$ cat src/esd_pkg.sv
// ---------------------------------------------------------------------------
// esd_pkg
// Shared types and constants for the escape sequence deframer.
// ---------------------------------------------------------------------------
`default_nettype none

package esd_pkg;

    localparam logic [7:0] ESC_BYTE   = 8'h1b;
    localparam logic [7:0] START_BYTE = 8'h01;
    localparam logic [7:0] STOP_BYTE  = 8'h1a;

    // Last value of the run counter before a four-byte run completes.
    localparam logic [1:0] RUN_LAST = 2'd3;

    typedef enum logic [2:0] {
        ST_PAYLOAD,
        ST_ESC,
        ST_PROP,
        ST_START,
        ST_STOP,
        ST_REPLAY
    } state_t;

    typedef enum logic [1:0] {
        RUN_HOLD,
        RUN_CLEAR,
        RUN_SET1,
        RUN_INC
    } run_op_t;

    typedef enum logic [2:0] {
        EMIT_NONE,
        EMIT_IN,
        EMIT_ESC,
        EMIT_START,
        EMIT_FILL,
        EMIT_HELD,
        EMIT_END
    } emit_t;

    typedef struct packed {
        run_op_t    run_op;
        emit_t      emit;
        logic       last;
        logic       load_pad;
        logic       load_crc_hi;
        logic       capture;
        logic       fill_is_start;
        logic       fill_dec;
    } cmd_t;

    typedef struct packed {
        logic       is_esc;
        logic       is_start;
        logic       is_stop;
        logic       run_is_first;
        logic       run_is_last;
        logic       fill_zero;
        logic       out_free;
    } status_t;

endpackage

`default_nettype wire

$ cat src/esd_datapath.sv
// ---------------------------------------------------------------------------
// esd_datapath
// Run counter, trailer stores, replay buffer and the result register.
// ---------------------------------------------------------------------------
`default_nettype none

module esd_datapath (
    input  wire logic            clk,
    input  wire logic            rst_n,
    input  wire logic [7:0]      in_byte,
    input  wire logic            out_stall,
    input  wire esd_pkg::cmd_t   cmd,
    output esd_pkg::status_t     status,
    output logic                 out_valid,
    output logic                 kind,
    output logic [7:0]           data_byte,
    output logic [7:0]           pad_count,
    output logic [15:0]          frame_crc,
    output logic                 last
);

    logic [1:0]  run_reg,       run_next;
    logic [7:0]  pad_reg,       pad_next;
    logic [7:0]  crc_hi_reg,    crc_hi_next;
    logic [7:0]  held_reg,      held_next;
    logic [7:0]  fill_reg,      fill_next;
    logic [1:0]  fill_left_reg, fill_left_next;
    logic        out_valid_reg, out_valid_next;
    logic        kind_reg,      kind_next;
    logic [7:0]  data_reg,      data_next;
    logic [7:0]  opad_reg,      opad_next;
    logic [15:0] ocrc_reg,      ocrc_next;
    logic        last_reg,      last_next;

    always_comb
    begin
        status.is_esc       = (in_byte == esd_pkg::ESC_BYTE);
        status.is_start     = (in_byte == esd_pkg::START_BYTE);
        status.is_stop      = (in_byte == esd_pkg::STOP_BYTE);
        status.run_is_first = (run_reg == 2'd1);
        status.run_is_last  = (run_reg == esd_pkg::RUN_LAST);
        status.fill_zero    = (fill_left_reg == 2'd0);
        status.out_free     = !out_valid_reg || !out_stall;
    end

    always_comb
    begin
        case (cmd.run_op)
            esd_pkg::RUN_CLEAR: run_next = 2'd0;
            esd_pkg::RUN_SET1:  run_next = 2'd1;
            esd_pkg::RUN_INC:   run_next = run_reg + 2'd1;
            default:            run_next = run_reg;
        endcase

        pad_next    = cmd.load_pad ? in_byte : pad_reg;
        crc_hi_next = cmd.load_crc_hi ? in_byte : crc_hi_reg;

        // On a broken run the first fill byte goes out at once; the rest of
        // the run and the breaking byte are replayed from these registers.
        held_next      = held_reg;
        fill_next      = fill_reg;
        fill_left_next = fill_left_reg;
        if (cmd.capture)
        begin
            held_next      = in_byte;
            fill_next      = cmd.fill_is_start ? esd_pkg::START_BYTE : esd_pkg::ESC_BYTE;
            fill_left_next = run_reg - 2'd1;
        end
        else if (cmd.fill_dec)
        begin
            fill_left_next = fill_left_reg - 2'd1;
        end
    end

    always_comb
    begin
        kind_next      = kind_reg;
        data_next      = data_reg;
        opad_next      = opad_reg;
        ocrc_next      = ocrc_reg;
        last_next      = last_reg;
        out_valid_next = out_valid_reg && out_stall;
        if (cmd.emit != esd_pkg::EMIT_NONE)
        begin
            out_valid_next = 1'b1;
            kind_next      = 1'b0;
            opad_next      = 8'd0;
            ocrc_next      = 16'd0;
            last_next      = cmd.last;
            case (cmd.emit)
                esd_pkg::EMIT_IN:    data_next = in_byte;
                esd_pkg::EMIT_ESC:   data_next = esd_pkg::ESC_BYTE;
                esd_pkg::EMIT_START: data_next = esd_pkg::START_BYTE;
                esd_pkg::EMIT_FILL:  data_next = fill_reg;
                esd_pkg::EMIT_HELD:  data_next = held_reg;
                default:
                begin
                    kind_next = 1'b1;
                    data_next = 8'd0;
                    opad_next = pad_reg;
                    ocrc_next = {crc_hi_reg, in_byte};
                end
            endcase
        end
    end

    always_ff @(posedge clk or negedge rst_n)
    begin
        if (!rst_n)
        begin
            run_reg       <= 2'd0;
            pad_reg       <= 8'd0;
            crc_hi_reg    <= 8'd0;
            fill_left_reg <= 2'd0;
            out_valid_reg <= 1'b0;
        end
        else
        begin
            run_reg       <= run_next;
            pad_reg       <= pad_next;
            crc_hi_reg    <= crc_hi_next;
            fill_left_reg <= fill_left_next;
            out_valid_reg <= out_valid_next;
        end
    end

    always_ff @(posedge clk)
    begin
        held_reg <= held_next;
        fill_reg <= fill_next;
        kind_reg <= kind_next;
        data_reg <= data_next;
        opad_reg <= opad_next;
        ocrc_reg <= ocrc_next;
        last_reg <= last_next;
    end

    assign out_valid = out_valid_reg;
    assign kind      = kind_reg;
    assign data_byte = data_reg;
    assign pad_count = opad_reg;
    assign frame_crc = ocrc_reg;
    assign last      = last_reg;

endmodule

`default_nettype wire

$ cat src/esd_ctrl.sv
// ---------------------------------------------------------------------------
// esd_ctrl
// Framing state machine: decodes escape, start and trailer sequences.
// ---------------------------------------------------------------------------
`default_nettype none

module esd_ctrl (
    input  wire logic              clk,
    input  wire logic              rst_n,
    input  wire logic              in_valid,
    output logic                   in_stall,
    input  wire esd_pkg::status_t  status,
    output esd_pkg::cmd_t          cmd
);

    esd_pkg::state_t state_reg, state_next;
    logic            accept;

    assign in_stall = (state_reg == esd_pkg::ST_REPLAY) || !status.out_free;
    assign accept   = in_valid && !in_stall;

    always_comb
    begin
        state_next = state_reg;
        unique case (state_reg)
            esd_pkg::ST_PAYLOAD:
            begin
                if (accept && status.is_esc)
                    state_next = esd_pkg::ST_ESC;
            end
            esd_pkg::ST_ESC:
            begin
                if (accept)
                begin
                    if (!status.is_esc)
                        state_next = esd_pkg::ST_REPLAY;
                    else if (status.run_is_last)
                        state_next = esd_pkg::ST_PROP;
                end
            end
            esd_pkg::ST_PROP:
            begin
                if (accept)
                begin
                    if (status.is_start)
                        state_next = esd_pkg::ST_START;
                    else if (status.is_stop)
                        state_next = esd_pkg::ST_STOP;
                    else if (status.is_esc)
                        state_next = esd_pkg::ST_ESC;
                    else
                        state_next = esd_pkg::ST_PAYLOAD;
                end
            end
            esd_pkg::ST_START:
            begin
                if (accept)
                begin
                    if (!status.is_start)
                        state_next = esd_pkg::ST_REPLAY;
                    else if (status.run_is_last)
                        state_next = esd_pkg::ST_PAYLOAD;
                end
            end
            esd_pkg::ST_STOP:
            begin
                if (accept && status.run_is_last)
                    state_next = esd_pkg::ST_PAYLOAD;
            end
            esd_pkg::ST_REPLAY:
            begin
                if (status.out_free && status.fill_zero)
                    state_next = esd_pkg::ST_PAYLOAD;
            end
            default:
            begin
                state_next = esd_pkg::ST_PAYLOAD;
            end
        endcase
    end

    always_comb
    begin
        cmd = '{run_op: esd_pkg::RUN_HOLD, emit: esd_pkg::EMIT_NONE, default: 1'b0};
        if (state_reg == esd_pkg::ST_REPLAY)
        begin
            if (status.out_free)
            begin
                if (status.fill_zero)
                begin
                    cmd.emit = esd_pkg::EMIT_HELD;
                    cmd.last = 1'b1;
                end
                else
                begin
                    cmd.emit     = esd_pkg::EMIT_FILL;
                    cmd.fill_dec = 1'b1;
                end
            end
        end
        else if (accept)
        begin
            unique case (state_reg)
                esd_pkg::ST_ESC:
                begin
                    if (status.is_esc)
                    begin
                        cmd.run_op = status.run_is_last ? esd_pkg::RUN_CLEAR : esd_pkg::RUN_INC;
                    end
                    else
                    begin
                        cmd.emit    = esd_pkg::EMIT_ESC;
                        cmd.capture = 1'b1;
                        cmd.run_op  = esd_pkg::RUN_CLEAR;
                    end
                end
                esd_pkg::ST_PROP:
                begin
                    if (status.is_start || status.is_stop || status.is_esc)
                    begin
                        cmd.run_op = esd_pkg::RUN_SET1;
                    end
                    else
                    begin
                        cmd.run_op = esd_pkg::RUN_CLEAR;
                        cmd.emit   = esd_pkg::EMIT_IN;
                        cmd.last   = 1'b1;
                    end
                end
                esd_pkg::ST_START:
                begin
                    if (status.is_start)
                    begin
                        cmd.run_op = status.run_is_last ? esd_pkg::RUN_CLEAR : esd_pkg::RUN_INC;
                    end
                    else
                    begin
                        cmd.emit          = esd_pkg::EMIT_START;
                        cmd.capture       = 1'b1;
                        cmd.fill_is_start = 1'b1;
                        cmd.run_op        = esd_pkg::RUN_CLEAR;
                    end
                end
                esd_pkg::ST_STOP:
                begin
                    // Trailer order: pad count, CRC high byte, CRC low byte.
                    if (status.run_is_last)
                    begin
                        cmd.emit   = esd_pkg::EMIT_END;
                        cmd.last   = 1'b1;
                        cmd.run_op = esd_pkg::RUN_CLEAR;
                    end
                    else
                    begin
                        cmd.run_op      = esd_pkg::RUN_INC;
                        cmd.load_pad    = status.run_is_first;
                        cmd.load_crc_hi = !status.run_is_first;
                    end
                end
                default:
                begin
                    if (status.is_esc)
                    begin
                        cmd.run_op = esd_pkg::RUN_SET1;
                    end
                    else
                    begin
                        cmd.emit = esd_pkg::EMIT_IN;
                        cmd.last = 1'b1;
                    end
                end
            endcase
        end
    end

    always_ff @(posedge clk or negedge rst_n)
    begin
        if (!rst_n)
            state_reg <= esd_pkg::ST_PAYLOAD;
        else
            state_reg <= state_next;
    end

endmodule

`default_nettype wire

$ cat src/escape_sequence_deframer.sv
// ---------------------------------------------------------------------------
// escape_sequence_deframer
// Strips escape framing from a byte stream and reports trailer contents.
//
//   Port group   Direction   Handshake            Contents
//   input        in          in_valid/in_stall    in_byte
//   output       out         out_valid/out_stall  kind, data_byte, pad_count,
//                                                 frame_crc, last
//
// One byte is taken per cycle while the result register is free.
// A broken escape or start run holds the input while the remaining run
// bytes and the breaking byte are replayed.
// Reset returns the framing state machine to payload mode and empties the
// result register. A stall on the output holds the result and, in turn,
// stalls the input.
// ---------------------------------------------------------------------------
`default_nettype none

module escape_sequence_deframer (
    input  wire logic        clk,
    input  wire logic        rst_n,
    input  wire logic        in_valid,
    output logic             in_stall,
    input  wire logic [7:0]  in_byte,
    output logic             out_valid,
    input  wire logic        out_stall,
    output logic             kind,
    output logic [7:0]       data_byte,
    output logic [7:0]       pad_count,
    output logic [15:0]      frame_crc,
    output logic             last
);

    esd_pkg::cmd_t    cmd;
    esd_pkg::status_t status;

    esd_ctrl u_ctrl (
        .clk      (clk),
        .rst_n    (rst_n),
        .in_valid (in_valid),
        .in_stall (in_stall),
        .status   (status),
        .cmd      (cmd)
    );

    esd_datapath u_datapath (
        .clk       (clk),
        .rst_n     (rst_n),
        .in_byte   (in_byte),
        .out_stall (out_stall),
        .cmd       (cmd),
        .status    (status),
        .out_valid (out_valid),
        .kind      (kind),
        .data_byte (data_byte),
        .pad_count (pad_count),
        .frame_crc (frame_crc),
        .last      (last)
    );

endmodule

`default_nettype wire

$ cat config.mk
export PLATFORM = sky130hd
export DESIGN_NAME = escape_sequence_deframer
export DESIGN_NICKNAME = d
export VERILOG_FILES = /design/src/esd_pkg.sv /design/src/esd_datapath.sv /design/src/esd_ctrl.sv /design/src/escape_sequence_deframer.sv
export SDC_FILE = /design/constraint.sdc
export NUM_CORES = 1
export LEC_CHECK = 0
export BUFFER_PORTS_ARGS = -buffer_cell sky130_fd_sc_hd__clkbuf_2
export CAP_MARGIN = 20
export CORE_MARGIN = 8
export CORE_UTILIZATION = 50
export CTS_BUF_LIST = sky130_fd_sc_hd__clkbuf_16
export DETAILED_ROUTE_END_ITERATION = 10
export GPL_TIMING_DRIVEN = 0
export PLACE_DENSITY = 0.71
export SYNTH_ARGS = -nofsm -noshare
export SYNTH_HDL_FRONTEND = slang
export SYNTH_SLANG_ARGS = --single-unit
$ cat constraint.sdc
create_clock -name clk -period 4.9 [get_ports clk]
set_input_delay 0.245 -clock clk [delete_from_list [all_inputs] [get_ports clk]]
set_output_delay 0.245 -clock clk [all_outputs]
set_load 0.005 [all_outputs]
# Word-level counts from Yosys, hierarchy flattened

Index checks and enable logic that the tools add are counted.

$lt $le $gt $ge: 0
Shift operators: 0
Bitwise logic cells: 0
Add/subtract/negate cells: 3
Equality and inequality tests: 26
Divide/modulo/power cells: 0
Reduce and logical (&&, ||, !) cells: 22
$mul: 0
Muxes and demuxes: 49

Operator list:

| cell                                                            | count |
|---|---|
| 8-bit case mux with 5 select lines                              | 1 |
| 3-bit two-way mux                                               | 12 |
| 2-bit two-way mux                                               | 15 |
| 5-bit case mux with 4 select lines                              | 1 |
| 3-bit case mux with 6 select lines                              | 1 |
| 8-bit by 5-bit == test with 1-bit output, second input constant | 2 |
| 4-bit two-way mux                                               | 4 |
| 3-bit by 2-bit == test with 1-bit output, second input constant | 4 |
| 3-bit == test, second input constant                            | 4 |
| 1-bit two-way mux                                               | 10 |
| 10-bit two-way mux                                              | 1 |
| 2-bit by 1-bit != test with 1-bit output, second input constant | 5 |
| 8-bit by 1-bit == test with 1-bit output, second input constant | 1 |
| 8-bit AND reduction                                             | 1 |
| 2-bit == test, second input constant                            | 3 |
| 3-bit by 1-bit == test with 1-bit output, second input constant | 2 |
| 3-bit != test, second input constant                            | 2 |
| 2-bit case mux with 3 select lines                              | 1 |
| 3-bit nonzero test                                              | 2 |
| 1-bit logical AND                                               | 5 |
| 1-bit zero test                                                 | 5 |
| 5-bit two-way mux                                               | 1 |
| 5-bit OR reduction                                              | 1 |
| 2-bit by 1-bit == test with 1-bit output, second input constant | 2 |
| 10 further kinds                                                | 14 |

Register bits after elaboration: 74
Bits in read-only memories: 0
Memory bits (writable): 0
Latch bits: 0
Memories: 0

# Logic depth before layout (Yosys ltp)

Gate-level depths: netlist of the first run.

Depth after elaboration: 11
Mapped depth: 8

# Modules after synthesis

Synthesis of the first run repeated with hierarchy kept, for this count alone.

Cell total of the unflattened synthesis: 245
Area, all modules: 3076.7 µm²

Modules (own cells, without submodules):

| module       | area an instance (µm²) | instances | cells each |
|---|---|---|---|
| esd_datapath | 2529.9                 | 1         | 166 |
| esd_ctrl     | 546.8                  | 1         | 79 |

# Worst setup path after synthesis of the first run

No wires, ideal clock.

Kind: reg2reg
From: register u_ctrl.state_reg[1]
To: register u_datapath.data_reg[0] (netlist: u_datapath.data_byte[0]), enable pin
Slack: 2258 ps
Stages on the path, launching flop included: 8
Library setup time: 392 ps
Data arrival time: 2251 ps
Buffers on the path: 1
Clock period less this slack: 2642 ps
Cells stage by stage: dfrtp_1 -> buf_2 -> nor4b_1 -> o211ai_2 -> nand3_2 -> inv_1 -> nor2_1 -> nand2_1

Word-level cells in the longest chain between the ends: 7

RTL lines:

| element                                                    | RTL line            | source |
|---|---|---|
| start: declaration                                         | esd_ctrl.sv:16      | `esd_pkg::state_t state_reg, state_next;` |
| start signal: assignment                                   | esd_ctrl.sv:179     | `state_reg <= esd_pkg::ST_PAYLOAD;` |
| start signal: assignment                                   | esd_ctrl.sv:181     | `state_reg <= state_next;` |
| branches (longest 5 deep; another with 10-bit two-way mux) | -                   |  |
| 4-bit two-way mux *                                        | esd_ctrl.sv:85      | `if (state_reg == esd_pkg::ST_REPLAY)` |
| 3-bit nonzero test *                                       | esd_datapath.sv:83  | `if (cmd.emit != esd_pkg::EMIT_NONE)` |
| end signal: assignment                                     | esd_datapath.sv:132 | `data_reg <= data_next;` |
| end: declaration                                           | esd_datapath.sv:30  | `logic [7:0] data_reg, data_next;` |

Mark *: on every way between the ends.
A chain may end at the register's enable or synchronous reset.

# Final worst setup path of the first run

From: register u_ctrl.state_reg[1]
To: register u_datapath.ocrc_reg[14] (netlist: u_datapath.frame_crc[14]), enable pin

Word-level cells in the longest chain between the ends: 7

RTL lines:

| element                                                    | RTL line            | source |
|---|---|---|
| branches (longest 5 deep; another with 10-bit two-way mux) | -                   |  |
| 4-bit two-way mux *                                        | esd_ctrl.sv:85      |  |
| 3-bit nonzero test *                                       | esd_datapath.sv:83  |  |
| end signal: assignment                                     | esd_datapath.sv:134 | `ocrc_reg <= ocrc_next;` |
| end: declaration                                           | esd_datapath.sv:32  | `logic [15:0] ocrc_reg, ocrc_next;` |

Marked as above.

==> results.md, run 1 <==
- Setup repair after global routing missed its margin: false
- Buffers on Ports: 47
- Worst slack after detailed placement: 1700 ps
- Launching element of the worst setup path: u_ctrl.state_reg[1]$_DFFE_PN0P_
- Number of synthesis warnings: 0
- Share of flip-flops with an asynchronous set or reset: 35.8%
- Relative max-transition margin: 50.8%
- Aggregate routed wire length: 7550 um
- Net count of the finished layout: 339
- Result of the run: finished, final reports clean
- Depth of the worst register-to-register path: 8
- CP max FO: 20
- Total of endpoints with negative setup slack in the final report: 0
- Number of core rows: 30
- Number of hold violations in the final report: 0
- IO Pins: 48
- Worst hold path class: input pin to register
- Number of design-rule violations left by the first detailed-router iteration: 208
- Wire length of the first global-routing pass: 12400 um
- Routability congestion estimate: 0.935
- Die height: 98.4 um
- Maximum root-to-sink buffer count: 2
- Number of flip-flops under the largest register name: 16
- Area of the multi-input gates: 0.00138 mm^2
- DRC errors left: 0
- GR Util All Layers: 16.3%
- Kind of start point of the critical path: register
- CP Capture Type: register
- Die area: 0.00968 mm^2
- Post-synth EDFFs: 43
- Most frequent cells in the layout: clkbuf_2 (47), edfxtp_1 (43), dfrtp_1 (24), nor3b_2 (19), nand2_1 (17)
- Peak Freq: 338 MHz
- Worst endpoint data arrival time: 3000 ps
- Post-synthesis cell area: 0.00339 mm^2
- Clock tree from TritonCTS: yes
- Cell count after placement: 391
- Final Non-Filler Cells: 408
- Commonest non-fill, non-tap cell in the layout: clkbuf_2
- Synthesis-to-finish area growth: 19.7%
- Pwr dens: 654 mW/mm^2
- Vias in the first global route: 2362
- Post-DR wirelength/cell: 18.5 um
- Share of cells above drive strength 1: 31.7%
- Post-Synthesis Net Count: 279
- Total CTS buffers: 9
- CP required: 4930 ps
- Number of fillers in the final layout: 534
- Startpoint of the most critical register-to-register path: u_ctrl.state_reg[1]$_DFFE_PN0P_
- Starting density of the core: 50.8%
- Max-slew violation total from the final report: 0
- Summed negative setup slack over all endpoints: 0 ps
- Crit path kind: register to register
- Routed vias: 2399
- Synth Area per Inst: 12.9 um^2
- Gate count after technology mapping: 263
- Share of the clock period used by the worst path after layout: 60.5%
- Vias per Instance: 5.88
- Setup slack of the most critical reg-to-reg path: 1940 ps
- Pin count of the biggest net entering global routing: 25
- Distinct cell type count after synthesis: 64
- Chip Width: 98.4 um
- HPWL after detailed placement: 5310 um
- # H-tree levels: 3
- Peak ir drop on the vdd network: 0.184 mV
- Clock Root Buffer: clkbuf_16
- # clock sinks: 67
- Cts hold-fix bufs: 1
- Primary flip-flop cell chosen by synthesis mapping: edfxtp_1
- Critical register-to-register path endpoint: u_datapath.frame_crc[14]$_SDFFCE_PN0P_
- Worst slew pin tran: 737 ps
- Worst skew pair latency: 320 ps
- Max Clock Skew: 5.15 ps
- Sequential element share of the synthesized area: 55.8%
- Post-CTS setup buffer count: 0
- 1st-pass router iterations: 5
- Static leakage: 1.65 nW
- Worst setup path end: u_datapath.frame_crc[14]$_SDFFCE_PN0P_
- Final critical-path required period: 2960 ps
- Total power draw: 2.65 mW
- Resize count post-CTS: 0
- Total congestion overflow after global routing: 0
- Sequential cell area: 0.00189 mm^2
- Worst Setup Slack, final: 1940 ps
- # diodes: 0
- Max-cap violations: 0
- Remaining number of nets flagged by the antenna check after routing: 0
- Worst hold margin: 114 ps
- Yosys reg bits: 67
- Clock transition at the register clock pins on the worst setup and hold paths after CTS: 60 ps
- Area of the placeable core: 0.00668 mm^2
- Number of antenna violations at the first check in global routing: 0
synthesized netlist by cell type (6+ instances only):
| master | count | share of area [%] |
|---|---|---|
| o21ai_0 | 10 | 1.5 |
| nor2_1 | 13 | 1.4 |
| dfrtp_1 | 24 | 18 |
| nor3b_2 | 19 | 7.0 |
| inv_1 | 6 | 0.66 |
| a21oi_1 | 8 | 1.2 |
| nand2_1 | 17 | 1.9 |
| clkbuf_1 | 10 | 1.1 |
| mux2_1 | 16 | 5.3 |
| edfxtp_1 | 43 | 38 |
| nor3_1 | 8 | 1.2 |
metrics by stage:
stage	area (um^2)	utilization, %
detailed placement	3760	56.2
global placement	3730	55.8
finish	4060	60.8
CTS	4060	60.8
floorplan	3390	-
global route	4060	60.8
cell families (layout without fill, tap and decap cells):
kind of cell | Yosys count | count (layout) | share of synthesized area, %
AO/OA/AOI/OAI | 59 | 59 | 13.3
XOR/XNOR | 1 | 1 | 0.258
adder cells (fa/ha/maj) | 4 | 4 | 1.47
buffers and inverters | 23 | 88 | 3.50
flip-flops | 67 | 67 | 55.8
multiplexers | 18 | 18 | 5.94
AND/OR/NAND/NOR | 91 | 91 | 19.7
critical path: stages, from the launching register on:
cell and delay [ps]:
dfrtp_1 360, buf_2 170, nor4b_1 160, o211ai_2 370
nand3_2 250, inv_1 420, nor2_1 120, nand2_1 570
buf_16 240
layout make-up:
cell class	count	area share [%]
Sequential cell	67	46.6
Multi-Input combinational cell	173	34.1
Timing Repair Buffer	49	6.72
Clock buffer	9	5.55
Tap cell	80	2.47
Buffer	17	2.37
Clock inverter	7	1.69
Inverter	6	0.555
power breakdown:
part           total, mW  internal [mW]  switching [mW]
combinational      0.994          0.436           0.559
clock              0.628          0.392           0.236
sequential          1.03          0.946          0.0859
total               2.65           1.77           0.881
how the worst min path moves through the flow:
stage,start,end,slack [ps],cells past startpoint
after floorplan,rst_n,u_ctrl.state_reg[0]$_DFFE_PN0P_,-50,0
after global placement,rst_n,u_ctrl.state_reg[0]$_DFFE_PN0P_,300,1
after detailed placement,rst_n,u_ctrl.state_reg[0]$_DFFE_PN0P_,310,1
after CTS,in_byte[0],u_datapath.held_reg[0]$_DFFE_PP_,100,1
after global routing,in_byte[0],u_datapath.held_reg[0]$_DFFE_PP_,110,1
final,in_byte[0],u_datapath.held_reg[0]$_DFFE_PP_,110,1
layer usage:
layer  vias to the layer above  GRT usage [%]  share of wire (%)
met5                         -              0                  0
met4                         0           6.61                1.2
met3                         9           5.26                6.2
met2                        81           25.3                 49
met1                      1179           20.5                 44
li1                       1130              -                  -
(Power assumes the default switching activity.)
==> run 2, diff against run 1 <==
clock period = 2.9 ns   (was 4.9 ns; I/O delays follow)
==> results.md, run 2 (same netlist as run 1, synthesis figures left out) <==
- Slowest cell on crit path: dfrtp_1 (was nand2_1)
- Buffers on Ports: 47 (unchanged)
- Post-DR wirelength/cell: 18.6 um (was 18.5 um)
- Pwr dens: 1110 mW/mm^2 (was 654 mW/mm^2)
- Crit path largest cell delay: 330 ps (was 570 ps)
- Number of antenna violations at the first check in global routing: 0 (unchanged)
- Relative max-transition margin: 52.6% (was 50.8%)
- Comb pwr share: 37.6% (was 37.5%)
- GR Util All Layers: 16.3% (unchanged)
- Net count of the finished layout: 339 (unchanged)
- Commonest non-fill, non-tap cell in the layout: clkbuf_2 (unchanged)
- Share of power burned in registers: 38.7% (was 38.9%)
- Max-slew violation total from the final report: 0 (unchanged)
- Worst skew pair latency: 320 ps (about the same)
- Instance area at placement: 0.00376 mm^2 (unchanged)
- Kind of start point of the critical path: register (unchanged)
- Number of flip-flops under the largest register name: 16 (unchanged)
- Chip Width: 98.4 um (unchanged)
- Clock Root Buffer: clkbuf_16 (unchanged)
- # H-tree levels: 3 (unchanged)
- Worst hold path class: input pin to register (unchanged)
- Die area: 0.00968 mm^2 (unchanged)
- Worst hold margin: 14.0 ps (was 114 ps)
- Top layer reached by signal wires: met4 (unchanged)
- Area of the placeable core: 0.00668 mm^2 (unchanged)
- Total of endpoints with negative setup slack in the final report: 0 (unchanged)
- Worst slew pin tran: 708 ps (was 737 ps)
- HPWL after detailed placement: 5310 um (unchanged)
- CP top delay family: simple AND/OR/NAND/NOR gates (unchanged)
- Count of buffering cells on the critical path with inverters included: 3 (unchanged)
- CP max FO: 20 (unchanged)
- Max-cap violations: 0 (unchanged)
- Synthesis-to-finish area growth: 19.8% (was 19.7%)
- Maximum root-to-sink buffer count: 2 (unchanged)
- Aggregate routed wire length: 7590 um (was 7550 um)
- Worst endpoint data arrival time: 2740 ps (was 3000 ps)
- 1st-pass router iterations: 6 (was 5)
- Starting density of the core: 50.8% (unchanged)
- Clock transition at the register clock pins on the worst setup and hold paths after CTS: 60 ps (about the same)
- # diodes: 0 (unchanged)
- Vias per Instance: 5.88 (about the same)
- Routability congestion estimate: 0.935 (unchanged)
- Result of the run: finished, final reports clean (unchanged)
- P_sw: 1.50 mW (was 0.881 mW)
- Post-route met1 wirelength: 3360 um (was 3320 um)
- Post-route cell area: 0.00407 mm^2 (was 0.00406 mm^2)
- Setup repair after global routing missed its margin: false (unchanged)
- DRC errors left: 0 (unchanged)
- Met3 routed wirelength: 442 um (was 468 um)
- Share of power burned in the clock network: 23.6% (was 23.7%)
- CP Capture Type: register (unchanged)
- Static leakage: 1.64 nW (was 1.65 nW)
- Cell-by-cell listing of the critical path: buf_2 > nor4b_1 > o211ai_2 > nand3_2 > clkinvlp_4 > nor2_1 > nand2_2 > buf_16 (was buf_2 > nor4b_1 > o211ai_2 > nand3_2 > inv_1 > nor2_1 > nand2_1 > buf_16)
- Number of design-rule violations left by the first detailed-router iteration: 197 (was 208)
- Most frequent cells in the layout: clkbuf_2 (47), edfxtp_1 (43), dfrtp_1 (24), nor3b_2 (19) (was clkbuf_2 (47), edfxtp_1 (43), dfrtp_1 (24), nor3b_2 (19), nand2_1 (17))
- Met2 WL: 3700 um (was 3680 um)
- Vias in the first global route: 2362 (unchanged)
- Crit path kind: register to register (unchanged)
- Routed vias: 2398 (was 2399)
- Total congestion overflow after global routing: 0 (unchanged)
- Die height: 98.4 um (unchanged)
- Clock tree from TritonCTS: yes (unchanged)
- Final critical-path required period: 2660 ps (was 2960 ps)
- Number of core rows: 30 (unchanged)
- Pin count of the biggest net entering global routing: 25 (unchanged)
- Switching share of total power: 33.3% (was 33.2%)
- Peak Freq: 376 MHz (was 338 MHz)
- Remaining number of nets flagged by the antenna check after routing: 0 (unchanged)
- Total CTS buffers: 9 (unchanged)
- Max Clock Skew: 4.79 ps (was 5.15 ps)
- Share of the clock period used by the worst path after layout: 91.7% (was 60.5%)
- IO Pins: 48 (unchanged)
- Internal power summed over all cells: 3.00 mW (was 1.77 mW)
- # clock sinks: 67 (unchanged)
- Share of cells above drive strength 1: 32.3% (was 31.7%)
- CP required: 2980 ps (was 4930 ps)
- Total power draw: 4.50 mW (was 2.65 mW)
- Peak ir drop on the vdd network: 0.310 mV (was 0.184 mV)
- Wire length of the first global-routing pass: 12400 um (unchanged)
- Number of hold violations in the final report: 0 (unchanged)
run 2: cell count changes in the layout (fill, tap and decap cells not counted):
cell	before	now
nand2_2	0	1
inv_1	7	6
clkinvlp_4	1	2
nand2_1	17	16
run 2: repair_timing:
action / 4_1_cts / 5_1_grt
endpoints found under the setup margin: 20 / 20
endpoints found under the hold margin: 24 / 0
hold buffers: 1 / 0
resized for setup: 1 / 1
setup buffers: 0 / 0
run 2: worst paths after layout:
check,slack [ps],to,depth (start not counted),startpoint
max in group asynchronous,2080,u_datapath.pad_reg[6]$_DFFE_PN0P_,2,rst_n
min in group asynchronous,380,u_ctrl.state_reg[0]$_DFFE_PN0P_,2,rst_n
max,240,u_datapath.frame_crc[14]$_SDFFCE_PN0P_,8,u_ctrl.state_reg[1]$_DFFE_PN0P_
min reg2reg,480,u_datapath.crc_hi_reg[7]$_DFFE_PN0P_,1,u_datapath.crc_hi_reg[7]$_DFFE_PN0P_
min,10,u_datapath.held_reg[0]$_DFFE_PP_,1,in_byte[0]
max reg2reg,240,u_datapath.frame_crc[14]$_SDFFCE_PN0P_,8,u_ctrl.state_reg[1]$_DFFE_PN0P_
run 2: area by class of cell:
class	count	area, um^2
multi-input cells	173	1390
fillers	534	2620
plain buffers	17	96.3
clock inverters	7	68.8
clock buffers	9	225
flip-flops and latches	67	1890
inverters	6	26.3
repair buffers	49	273
well taps	80	100
run 2: worst reg2reg max path: stages (launching register included):
cell        delay [ps]
dfrtp_1            330
buf_2              190
nor4b_1            310
o211ai_2           230
nand3_2            250
clkinvlp_4         300
nor2_1             240
nand2_2            290
buf_16             280
run 2: power groups by stage:
stage / Sequential (mW) / Combinational [mW] / Clock, mW
final: 1.74 / 1.69 / 1.06
after global routing: 1.79 / 1.86 / 1.12
after CTS: 1.74 / 1.71 / 1.08
after detailed placement: 1.76 / 1.69 / 0
after global placement: 1.76 / 1.60 / 0
after floorplan: 1.77 / 1.05 / 0
run 2: stage by stage:
step                      util, %  std cells  TNS [ps]  setup WS (ps)
after floorplan                 -        263         0            258
after CTS                    60.8        408         0            170
after detailed placement     56.2        391     -4360           -198
after global placement       55.8        390    -15550           -460
after global routing         60.9        408         0           13.2
final                        60.9        408         0            241
run 2: routing by layer:
layer	GRT usage, %	vias up
met5	0	-
met4	6.61	0
met3	5.26	9
met2	25.3	79
met1	20.5	1180
li1	-	1130
==> run 3, diff against run 2 <==
PLACE_DENSITY = 0.81   (was 0.71)
==> results.md, run 3 (same netlist as run 1, synthesis figures left out) <==
- Peak ir drop on the vdd network: 0.379 mV (was 0.310 mV)
- Critical register-to-register path endpoint: u_datapath.pad_count[3]$_SDFFCE_PN0P_ (was u_datapath.frame_crc[14]$_SDFFCE_PN0P_)
- Depth of the worst register-to-register path: 8 (unchanged)
- Setup slack of the most critical reg-to-reg path: 230 ps (was 240 ps)
- Number of hold violations in the final report: 0 (unchanged)
- Comb pwr share: 36.1% (was 37.6%)
- Worst endpoint data arrival time: 2700 ps (was 2740 ps)
- Most frequent cells in the layout: clkbuf_2 (47), edfxtp_1 (43), dfrtp_1 (24), nor3b_2 (19) (unchanged)
- Sequential cell area: 0.00189 mm^2 (unchanged)
- CP max FO: 24 (was 20)
- Max Clock Skew: 9.27 ps (was 4.79 ps)
- IO Pins: 48 (unchanged)
- Number of core rows: 30 (unchanged)
- Count of buffering cells on the critical path with inverters included: 3 (unchanged)
- Cell depth of the worst min-delay path: 1 (unchanged)
- Die height: 98.4 um (unchanged)
- Worst slack after detailed placement: -70.4 ps (was -198 ps)
- Pwr dens: 1170 mW/mm^2 (was 1110 mW/mm^2)
- Setup repair after global routing missed its margin: false (unchanged)
- Pin count of the biggest net entering global routing: 25 (unchanged)
- Number of flip-flops under the largest register name: 16 (unchanged)
- Worst hold path endpoint: u_datapath.held_reg[0]$_DFFE_PP_ (unchanged)
- Vias per Instance: 6.15 (was 5.88)
- Worst Setup Slack, final: 229 ps (was 241 ps)
- Worst hold margin: 15.2 ps (was 14.0 ps)
- DRC errors left: 0 (unchanged)
- Share of cells above drive strength 1: 32.1% (was 32.3%)
- Startpoint of the most critical register-to-register path: u_ctrl.state_reg[1]$_DFFE_PN0P_ (unchanged)
- Crit path largest cell delay: 400 ps (was 330 ps)
- Switching share of total power: 32.3% (was 33.3%)
- Post-Route Utilization: 61.8% (was 60.9%)
- Max-slew violation total from the final report: 0 (unchanged)
- Chip Width: 98.4 um (unchanged)
- Instance area at placement: 0.00376 mm^2 (unchanged)
- Logic depth of the worst path, buffers included: 8 (unchanged)
- Clock transition at the register clock pins on the worst setup and hold paths after CTS: 60 ps (about the same)
- Post-CTS setup buffer count: 0 (unchanged)
- Final Non-Filler Cells: 407 (was 408)
- Aggregate routed wire length: 8260 um (was 7590 um)
- Total power draw: 4.82 mW (was 4.50 mW)
- Static leakage: 1.68 nW (was 1.64 nW)
- HPWL after detailed placement: 5430 um (was 5310 um)
- Net count of the finished layout: 339 (unchanged)
- # H-tree levels: 3 (unchanged)
- Clock Root Buffer: clkbuf_16 (unchanged)
- Worst slew pin tran: 685 ps (was 708 ps)
- Routed vias: 2505 (was 2398)
- Internal power summed over all cells: 3.26 mW (was 3.00 mW)
- Max-cap violations: 0 (unchanged)
- Die area: 0.00968 mm^2 (unchanged)
- P_sw: 1.56 mW (was 1.50 mW)
- Worst hold path class: input pin to register (unchanged)
- Kind of start point of the critical path: register (unchanged)
- Post-DR wirelength/cell: 20.3 um (was 18.6 um)
- Number of fillers in the final layout: 531 (was 534)
- Slowest cell on crit path: inv_1 (was dfrtp_1)
- Total CTS buffers: 9 (unchanged)
- Result of the run: finished, final reports clean (unchanged)
- Buffers on Ports: 47 (unchanged)
- Final critical-path required period: 2670 ps (was 2660 ps)
- Routability congestion estimate: 0.920 (was 0.935)
- Relative max-transition margin: 54.3% (was 52.6%)
- CP top delay family: simple AND/OR/NAND/NOR gates (unchanged)
- Maximum root-to-sink buffer count: 2 (unchanged)
- Vias in the first global route: 2587 (was 2362)
- Cell-by-cell listing of the critical path: buf_2 > nor4b_1 > o211ai_2 > nand3_2 > inv_1 > nor2_1 > nand2_2 > buf_16 (was buf_2 > nor4b_1 > o211ai_2 > nand3_2 > clkinvlp_4 > nor2_1 > nand2_2 > buf_16)
- Total congestion overflow after global routing: 0 (unchanged)
- Number of design-rule violations left by the first detailed-router iteration: 207 (was 197)
- Worst skew pair latency: 330 ps (was 320 ps)
- Starting density of the core: 50.8% (unchanged)
- Cell count after placement: 391 (unchanged)
- Number of antenna violations at the first check in global routing: 0 (unchanged)
- Post-route cell area: 0.00413 mm^2 (was 0.00407 mm^2)
- Synthesis-to-finish area growth: 21.8% (was 19.8%)
- Remaining number of nets flagged by the antenna check after routing: 0 (unchanged)
- Share of power burned in the clock network: 27.5% (was 23.6%)
- Source of the worst hold timing path: in_byte[0] (unchanged)
- 1st-pass router iterations: 5 (was 6)
- Wire length of the first global-routing pass: 13500 um (was 12400 um)
- Share of power burned in registers: 36.4% (was 38.7%)
- Share of the clock period used by the worst path after layout: 92.1% (was 91.7%)
- CP required: 2930 ps (was 2980 ps)
- # diodes: 0 (unchanged)
- Commonest non-fill, non-tap cell in the layout: clkbuf_2 (unchanged)
- CP Capture Type: register (unchanged)
- Area of the multi-input gates: 0.00139 mm^2 (unchanged)
- Crit path kind: register to register (unchanged)
- Area of the placeable core: 0.00668 mm^2 (unchanged)
- Summed negative setup slack over all endpoints: 0 ps (unchanged)
- Clock tree from TritonCTS: yes (unchanged)
- GR Util All Layers: 17.8% (was 16.3%)
- # clock sinks: 67 (unchanged)
- Total of endpoints with negative setup slack in the final report: 0 (unchanged)
- Peak Freq: 374 MHz (was 376 MHz)
## run 3: changes by cell type in the layout (fill, tap and decap cells not counted)
| cell | change |
|---|---|
| clkinv_2 | -2 |
| bufinv_16 | +3 |
| clkinvlp_4 | -2 |
## run 3: timing repair
item                       in CTS  in global routing
hold endpoints to repair       24                  0
resized for setup               0                  1
hold buffers                    1                  0
setup endpoints to repair       0                 24
## run 3: area by class of cell
class	instances	share of cell area [%]
Tap cell	80	2.42
Clock inverter	6	3.33
Clock buffer	9	5.45
Sequential cell	67	45.8
Multi-Input combinational cell	173	33.5
Inverter	6	0.545
Buffer	17	2.33
Timing Repair Buffer	49	6.60
## run 3: metal layers
layer / vias up / routed length (um) / GRT usage (%)
met1: 1247 / 3350 / 20.2
met2: 108 / 4290 / 31.6
met5: - / 0 / 0
li1: 1133 / - / -
met3: 17 / 435 / 4.20
met4: 0 / 187 / 6.97
## run 3: worst max path at each step
stage,startpoint,endpoint,slack (ps)
after floorplan,u_ctrl.state_reg[1]$_DFFE_PN0P_,u_datapath.data_byte[0]$_DFFE_PP_,260
after global placement,in_byte[1],u_datapath.frame_crc[12]$_SDFFCE_PN0P_,-430
after detailed placement,in_byte[1],u_datapath.kind$_DFFE_PP_,-70
after CTS,u_ctrl.state_reg[1]$_DFFE_PN0P_,u_datapath.pad_count[3]$_SDFFCE_PN0P_,70
after global routing,u_ctrl.state_reg[1]$_DFFE_PN0P_,u_datapath.pad_count[7]$_SDFFCE_PN0P_,80
final,u_ctrl.state_reg[1]$_DFFE_PN0P_,u_datapath.pad_count[3]$_SDFFCE_PN0P_,230
## run 3: power by group through the flow
stage | registers, mW | logic, mW | clock network [mW]
final | 1.75 | 1.74 | 1.33
after floorplan | 1.77 | 1.05 | 0
after global placement | 1.75 | 1.60 | 0
after CTS | 1.76 | 1.74 | 1.34
after global routing | 1.80 | 1.90 | 1.38
after detailed placement | 1.76 | 1.70 | 0
## run 3: worst register-to-register path, delay by kind of cell, from the launching register on
family	cells	cell delay (ps)
and+or+nand+nor	4	820
AOI/OAI and AO/OA	1	350
DFF	1	370
buffers and inverters	3	810
